===== src/rtl/mlpf_ram.sv =====
// Generic single-write, single-read synchronous RAM with registered read data.
// No dependencies.
module mlpf_ram #(
    parameter int WIDTH = 16,
    parameter int DEPTH = 64,
    localparam int AW   = $clog2(DEPTH)
) (
    input  logic             i_clk,
    input  logic             i_we,
    input  logic [AW-1:0]    i_waddr,
    input  logic [WIDTH-1:0] i_wdata,
    input  logic [AW-1:0]    i_raddr,
    output logic [WIDTH-1:0] o_rdata
);
    logic [WIDTH-1:0] r_mem [DEPTH];
    logic [WIDTH-1:0] r_rdata;

    always_ff @(posedge i_clk) begin
        if (i_we) begin
            r_mem[i_waddr] <= i_wdata;
        end
        r_rdata <= r_mem[i_raddr];
    end

    assign o_rdata = r_rdata;
endmodule


===== config.mk =====
export PLATFORM = sky130hd
export DESIGN_NAME = mlpf_ram
export DESIGN_NICKNAME = d
export VERILOG_FILES = /design/src/rtl/mlpf_ram.sv
export SDC_FILE = /design/constraint.sdc
export NUM_CORES = 1
export LEC_CHECK = 0
export BUFFER_PORTS_ARGS = -buffer_cell sky130_fd_sc_hd__buf_2
export CAP_MARGIN = 40
export CORE_UTILIZATION = 43
export CTS_CLUSTER_DIAMETER = 30
export DETAILED_ROUTE_END_ITERATION = 6
export PLACE_DENSITY = 0.61
export SYNTH_ARGS = -nofsm -noshare
export SYNTH_HDL_FRONTEND = slang
export SYNTH_SLANG_ARGS = --single-unit

===== constraint.sdc =====
create_clock -name i_clk -period 2.8 [get_ports i_clk]
set_clock_uncertainty 0.05 [all_clocks]
set_input_delay 0.28 -clock i_clk [delete_from_list [all_inputs] [get_ports i_clk]]
set_output_delay 0.28 -clock i_clk [all_outputs]
set_load 0.005 [all_outputs]

==> metrics.cfg <==
[cells_and_area]
multi_input_area_sq_mm=0.00825
layout_commonest_cell=edfxtp_1
mostFrequentLayoutCells=edfxtp_1, mux4_2, clkbuf_16
num-nets-final=2187
utilization=0.536
final-seq-area_sq_mm=0.0311
fillers=7020
layout-drive-gt1-share=0.348
areaGrowthSynthToFinish_pct=23.0

[sta]
drv_slew=0
tightestPinTransition_ns=0.835
max_freq_ghz=0.446
fin_crit_ns=2.24
hold_violations=0
setup_viol=0
setup_tns_ns=0
fin_hold_ws_ns=0.0262
rsz0062_at_grt=false
post-route-period-util=0.800
slew_headroom=0.443
worst_slack_ns=0.559

[synthesis]
yosys_warnings=0
synth-edff-count=1024
ys_top_cells_by_area=edfxtp_1, mux4_2, mux2i_1
synthFlopType=edfxtp_1
syn_avg_cell_area_sq_um=21.9
yosysSeqAreaShare=0.776
synth.ff_latch_count=1040
syn_nets=1859
synth_top_area_frac=0.768
synth_area_sq_mm=0.0400
async_flop_share=0
yosys.area.top_type=edfxtp_1
ys_types=43
synth_cells=1829

[placed_design]
place.gp.congestion=0.881
dp_slack_ns=0.0807
io_buffers=45
detailedPlacementHpwl_mm=62.1

[power]
swShare=0.220
finalPower_uw=41000
netSwitchingPower_uw=9010
peakVddDrop_uv=568
cell_internal_pwr_uw=32000
power_frac_comb=0.042
cellPowerDensity_mw_per_mm2=833
p_clk_frac=0.535
p_leak_uw=0.0163
p_seq_frac=0.423

[critical_path]
endpoint_kind=register
cp-start-kind=register
cp_max_fo=1
required_ns=3.36
critical_path_arrival_ns=2.80
path_class=reg -> reg

[global_routing]
antenna_found_initial=9
grt_max_degree=65
grt_pass1_wl_mm=145
overflow=0
grt_pass1_vias=20815
grt_use_total=0.215

[floorplanning]
initial_core_util=0.436
num_rows=111
die-area_sq_mm=0.0943
die_h_microns=307
dieWidth_microns=307
core_sq_mm=0.0919
io_pins=46

[run]
drv_cap=0

[clocking]
clkTransAtPathRegs_ns=0.05
ctsLongestPathBuffers=3
cts_resized=0
cts-root-buf=clkbuf_16
cts_tree=built
post-cts-setup-buffers=0
numCtsBuffers=181
cts_max_level=4
cts_sinks=1040
clk_latency_ns=0.76

[routing]
ant_nets=0
first_pass_iters=5
num_vias=20020
drt-initial-drc-count=2209
avgViaCountPerCell=5.63
drt-total-wl_mm=99.6
post-route-drc-count=0
wl_per_cell_microns=28.0

[run_status]
outcome=complete, no violations

[hold_path]
hp-class=in -> reg

==> critical path, cell delays in order, from the launching register on <==
cell and delay (ns):
edfxtp_1 0.37, mux4_2 0.47, mux2i_1 0.47, a22oi_1 0.13, a31oi_1 0.37, buf_4 0.20
a311oi_1 0.05
==> cells by family after synthesis <==
logic type	count (synthesis)	share of synthesized area
AOI/OAI and AO/OA	129	0.0241
and+or+nand+nor	220	0.0265
buffers and inverters	104	0.0183
DFF	1040	0.776
muxes	336	0.155
==> state kept, by name (all words and copies together), names as in the netlist <==
name / cells
o_rdata: 16
r_mem: 1024
==> synthesized netlist by cell type, types with 8 or more instances <==
library cell and number:
mux2_2 27, mux4_2 220, a221oi_1 16, nand3_1 24, clkbuf_1 24, a211oi_1 8
a21oi_1 17, mux2i_1 85, buf_6 17, dfxtp_1 16, a311oi_1 8, a22oi_1 39
a211o_1 8, a31oi_1 8, nor2b_1 30, edfxtp_1 1024, nand4_1 12, nor2_1 72
nand2_1 59, buf_2 36, buf_4 13
==> layout make-up <==
type	count	share of cell area
flip-flops and latches	1040	0.631
well taps	1243	0.0316
clock buffers	198	0.0945
clock inverters	138	0.0323
repair buffers	249	0.0429
multi-input cells	685	0.168
diodes	3	0.000152
==> metrics by stage <==
stage | cell area (sq um) | instances
floorplan | 40000 | 1829
global placement | 42800 | 3206
detailed placement | 42900 | 3210
CTS | 49200 | 3553
global route | 49200 | 3554
finish | 49200 | 3556
==> routing by layer <==
metal	vias up	track usage	routed length, microns
li1	8432	-	-
met1	10578	0.293	40700
met2	845	0.349	49100
met4	10	0.0669	2190
met3	155	0.0455	7620
met5	-	0	71
==> timing repair <==
item / CTS / global route
hold endpoints to repair: 82 / 0
hold buffers: 7 / 0
setup endpoints to repair: 0 / 0
==> power groups by stage <==
stage               combinational (uW)  sequential, uW  clock [uW]
floorplan                          892           17600           0
global placement                  1710           17600           0
detailed placement                1750           17600           0
CTS                               1770           17300       22200
global route                      1850           17300       22900
finish                            1740           17300       21900
==> path summary, 6_finish.rpt <==
| path | start | endpoint | slack (ns) | cells past startpoint |
|---|---|---|---|---|
| setup / recovery | r_mem[7][9] | o_rdata[9] | 0.56 | 6 |
| hold / removal | i_wdata[10] | r_mem[28][10] | 0.03 | 1 |
| setup reg to reg | r_mem[7][9] | o_rdata[9] | 0.56 | 6 |
| hold reg to reg | r_mem[57][2] | o_rdata[2] | 0.78 | 5 |
Power figures use the tool's default switching activity.
